===== config.mk =====
export PLATFORM = sky130hd
export DESIGN_NAME = fbl_div
export DESIGN_NICKNAME = d
export VERILOG_FILES = /design/src/hdl/fbl_div.sv
export SDC_FILE = /design/constraint.sdc
export NUM_CORES = 2
export LEC_CHECK = 0
export BUFFER_PORTS_ARGS = -buffer_cell sky130_fd_sc_hd__buf_2
export CORE_MARGIN = 8
export CORE_UTILIZATION = 32
export CTS_BUF_LIST = sky130_fd_sc_hd__clkbuf_4 sky130_fd_sc_hd__clkbuf_8
export DETAILED_ROUTE_END_ITERATION = 8
export GPL_ROUTABILITY_DRIVEN = 1
export PLACE_DENSITY = 0.44
export REMOVE_ABC_BUFFERS = 1
export SLEW_MARGIN = 20
export SYNTH_ARGS = -nofsm -noshare
export SYNTH_HDL_FRONTEND = slang
export SYNTH_SLANG_ARGS = --single-unit

===== constraint.sdc =====
create_clock -name clk -period 3.7 [get_ports clk]
set_input_delay 0.555 -clock clk [delete_from_list [all_inputs] [get_ports clk]]
set_output_delay 0.555 -clock clk [all_outputs]
set_load 0.01 [all_outputs]

===== src/hdl/fbl_div.sv =====
// pipelined restoring divider, one quotient bit per stage, payload carried alongside
`timescale 1ns / 1ps

module fbl_div #(
    parameter int DW = 32,
    parameter int VW = 16,
    parameter int PW = 8
) (
    input  logic          clk,
    input  logic          rst_n,
    input  logic          en,
    input  logic          in_valid,
    input  logic [DW-1:0] dividend,
    input  logic [VW-1:0] divisor,
    input  logic [PW-1:0] in_pay,
    output logic          out_valid,
    output logic [DW-1:0] quot,
    output logic [VW-1:0] rem,
    output logic [PW-1:0] out_pay
);

    logic          v_reg [DW];
    logic [VW-1:0] r_reg [DW];
    logic [DW-1:0] x_reg [DW];
    logic [PW-1:0] p_reg [DW];

    genvar k;
    for (k = 0; k < DW; k++)
    begin : g_stage
        logic          v_src;
        logic [VW-1:0] r_src;
        logic [DW-1:0] x_src;
        logic [PW-1:0] p_src;
        logic [VW:0]   t;
        logic [VW:0]   diff;
        logic          ge;

        if (k == 0)
        begin : g_first
            assign v_src = in_valid;
            assign r_src = '0;
            assign x_src = dividend;
            assign p_src = in_pay;
        end
        else
        begin : g_next
            assign v_src = v_reg[k-1];
            assign r_src = r_reg[k-1];
            assign x_src = x_reg[k-1];
            assign p_src = p_reg[k-1];
        end

        assign t    = {r_src, x_src[DW-1]};
        assign diff = t - {1'b0, divisor};
        assign ge   = (t >= {1'b0, divisor});

        always_ff @(posedge clk or negedge rst_n)
        begin
            if (!rst_n)
                v_reg[k] <= 1'b0;
            else if (en)
                v_reg[k] <= v_src;
        end

        always_ff @(posedge clk)
        begin
            if (en)
            begin
                r_reg[k] <= ge ? diff[VW-1:0] : t[VW-1:0];
                x_reg[k] <= {x_src[DW-2:0], ge};
                p_reg[k] <= p_src;
            end
        end
    end

    assign out_valid = v_reg[DW-1];
    assign quot      = x_reg[DW-1];
    assign rem       = r_reg[DW-1];
    assign out_pay   = p_reg[DW-1];

endmodule


# [After elaboration in Yosys (flattened, before gate mapping)]
# Memory sizes are Yosys's and may differ from the RTL's.
# Index checks and enable logic that the tools add are counted.
[op_classes] n_lt_le_gt_ge=32 add_sub_neg=32 mux=34
[ops] operator="17-bit by 16-bit greater-or-equal comparator with 1-bit output" count=31
[ops] operator="16-bit 2-to-1 mux" count=32
[ops] operator="16-bit subtractor" count=31
[ops] operator="1-bit by 16-bit greater-or-equal comparator with 1-bit output" count=1
[ops] operator="1-bit by 16-bit subtractor with 16-bit output" count=1
[ops] operator="1-bit 2-to-1 mux" count=2
[totals] reg_bits=32 ram_bits=1792 n_memories=3 output_inout_bits=57
[mem_list] memory="x_reg" depth=32 width=32 read_ports=32 rd_clocked_by_memory_dff=0 wr=32 line_no="24" text="logic [DW-1:0] x_reg [DW];"
[mem_list] memory="r_reg" depth=32 width=16 read_ports=32 rd_clocked_by_memory_dff=0 wr=32 line_no="23" text="logic [VW-1:0] r_reg [DW];"
[mem_list] memory="p_reg" depth=32 width=8 read_ports=32 rd_clocked_by_memory_dff=0 wr=32 line_no="25" text="logic [PW-1:0] p_reg [DW];"

# [Depth between registers and ports, before layout]
# An unclocked memory read counts as a cell.
[logic_depth] ltp_word=3 ltp_mapped=14

# [Worst setup path after synthesis]
# OpenSTA, ideal clock, no wires.
[synth_timing] path_type="input-to-reg" from="input port divisor[1]" to="memory r_reg[18][8] (netlist: r_reg[4][40]) (data pin)" arrival_time_ns=3.979 setup_time_ns=0.262 required_ns=3.438 stages=13 path_buffers=2 slack_ns=-0.541 cell_sequence="clkbuf_1 -> inv_1 -> ha_1 -> nor2b_1 -> o31a_1 -> o31a_1 -> o21ai_2 -> nor2b_1 -> o21a_1 -> o31a_1 -> nor4_4 -> buf_6 -> mux2_1"
[synth_rtl] item="from (decl)" line_no="14" text="input logic [VW-1:0] divisor,"
[synth_rtl] item="to (decl)" line_no="23"

==> impl_metrics.ini <==
[hold_path]
min_path_cells = 3
min_to = r_reg[0][2]
min_path_type = primary input to register
hold_path.startpoint = divisor[14]

[clocking]
clk_path_buf_depth = 4
cts.clk_slew.worst_paths_ps = 60
root_buffer = clkbuf_8
cts_tree = yes
cts_setup_buffers = 0
cts_max_level = 5
clock_latency_ps = 970
cts-buffers-inserted = 339
cts_sinks = 1824

[setup_path]
endpoint_kind = register
path_class = register to register
cp.required_ps = 4340
worstReg2RegEnd = r_reg[6][35]
cp_top_family = compound AO/OA/AOI/OAI gates
start_kind = register
rr_startpoint = r_reg[6][16]
cpMaxStageDelayCell = edfxtp_1
reg2reg_slack_ps = 280
path_max_fanout = 9
worstPathArrival_ps = 4060
crit_buf_inv = 2
reg2reg_depth = 11
cp_slowest_stage_delay_ps = 430
crit_chain = ha_1 > nor2b_1 > o31a_1 > o41ai_1 > buf_4 > o22ai_1 > o41ai_1 > a21oi_1 > o21ai_1 > buf_4 > mux2_2

[logic_synthesis]
synth-seq-area-share_pct = 66.28
synth.most_common_cell = edfxtp_1
synth.avg_cell_area_um2 = 14.61
ys_top_cells_by_area = edfxtp_1 (65%), ha_1 (7.6%), mux2_2 (4.0%)
netlist.area_leader.share_pct = 65.31
syn_inst = 5640
synth_seq_cells = 1824
netlist_area_um2 = 82400
synth_edf_count = 1792
synth_area_leader_cell = edfxtp_1
synthFlopType = edfxtp_1
yosysUniqueCellTypes = 85
async_flop_share_pct = 1.754
yosysWarningCount = 0
synth_top_cells_by_count = edfxtp_1 (1792), ha_1 (498), nor2_1 (363)

[sta]
final-hold-violation-count = 0
fin_crit_ps = 3423
slew_headroom_pct = 35.55
skew_ps = 79.73
max_freq_mhz = 292.2
worst_slew_pin_slew_ps = 966.7
maxSlewViolCount = 0
setup_viol = 0
fin_crit_sh_pct = 92.51
rsz0062_at_grt = no

[drt]
vias = 48668
postRouteAntennaNets = 0
avgRoutedWirePerCell_um = 17.48
dr.pass1.iters = 5
drcViolationCount = 0
vias_per_cell = 4.709
drt_iter0_markers = 2745
drt-total-wl_mm = 180.7

[global_routing]
gr-usage-all-layers_pct = 12.88
grt_overflow = 0
met2_usage_pct = 20.31
grtUsageMet3_pct = 2.334
grt_pass1_wl_mm = 280.5
grt_max_degree = 122
grt_pass1_vias = 49322
grt_use_met1_pct = 17.81
busiest_layer = met2
antenna_found_initial = 4

[power_and_ir_drop]
powerDensity_nw_per_um2 = 821.3
p_leak_nw = 37.98
ir_drop_v = 0.0003065

[layout]
largest_reg_flops = 1024
fillers = 24215
fin_util_pct = 38.86
syn_to_final_growth_pct = 20.95
fin_nets = 7275
layout-drive-gt1-share_pct = 23.15
finalNonFillerCells = 10336

[floorplan]
fp.dieW_um = 523.4
die_area_um2 = 274000
start_util_pct = 32.13
io_pins = 117
core_um2 = 256500
fp.dieH_um = 523.4
rows = 186

[outcome]
run_status = finished, final reports clean

[placement]
gp_congestion = 0.8341
place_inst = 9686
port_buffers = 116
place_hpwl_mm = 124.2

[run]
max_cap_violations = 0
worst max path at each step:
stage                             from           end  cells past startpoint
after floorplan             divisor[1]  r_reg[6][35]                     10
after global placement      divisor[0]  r_reg[0][32]                     15
after detailed placement    divisor[0]  r_reg[0][32]                     15
after CTS                 x_reg[0][63]  r_reg[0][32]                     14
after global routing      r_reg[6][16]  r_reg[6][35]                     11
final                     r_reg[6][16]  r_reg[6][35]                     11
layer usage:
metal	wire length, um	vias to the layer above
li1	-	23890
met3	7475	389
met2	81080	862
met1	86110	23527
met4	6056	0
met5	0	-
placed cells by master, fill, tap and decap left out, types with 79 or more instances in the layout:
cell type / count
a21oi_1: 330
nor2_1: 363
xnor2_1: 221
mux2_2: 290
ha_1: 498
nor2b_1: 87
buf_2: 114
inv_1: 190
buf_4: 550
clkbuf_8: 344
clkbuf_4: 111
nor3_1: 79
edfxtp_1: 1792
a21o_1: 118
nand2_1: 285
xor2_1: 132
o21ai_0: 292
cells by family after synthesis:
kind of cell | count (synthesis) | synth area share, %
adder cells (fa/ha/maj) | 529 | 8.315
AND/OR/NAND/NOR | 1143 | 6.633
AO/OA/AOI/OAI | 1166 | 8.956
flip-flops | 1824 | 66.28
XOR/XNOR | 353 | 3.752
multiplexers | 355 | 4.774
buffers and inverters | 270 | 1.289
timing repair:
action | CTS | global route
hold buffers | 43 | 0
setup endpoints to repair | 0 | 1
endpoints found under the hold margin | 106 | 0
gates resized for setup | 0 | 1
report_power, final:
group / internal, W / switching [W]
Sequential: 0.0288 / 0.00230
Clock: 0.0106 / 0.00855
Combinational: 0.0159 / 0.0157
Total: 0.0553 / 0.0265
tightest hold or removal path: stages:
cell      delay [ps]
buf_2            120
nor2_1           140
a21boi_0         210
per-stage QoR:
stage | power, W | cell area, um2 | hold WS [ps] | setup TNS [ps] | setup WS (ps)
finish | 0.08184 | 99660 | 224.3 | 0 | 277.2
global route | 0.08784 | 99660 | 143.8 | 0 | 90.96
CTS | 0.08333 | 99650 | 70.14 | 0 | 213.0
detailed placement | 0.06314 | 92560 | 404.5 | -50080 | -461.2
global placement | 0.06297 | 92560 | 400.2 | -47340 | -507.3
floorplan | 0.05170 | 82050 | 259.4 | -141590 | -1311
final cells by class:
cell class | count | area [um2] | share of cell area (%)
Clock inverter | 151 | 1096 | 1.100
Timing Repair Buffer | 784 | 6671 | 6.694
Clock buffer | 455 | 5568 | 5.587
Inverter | 191 | 716.9 | 0.7194
Multi-Input combinational cell | 3546 | 26760 | 26.85
Antenna cell | 1 | 2.502 | 0.002511
Tap cell | 3384 | 4234 | 4.249
Sequential cell | 1824 | 54610 | 54.80
(Power assumes the default switching activity.)
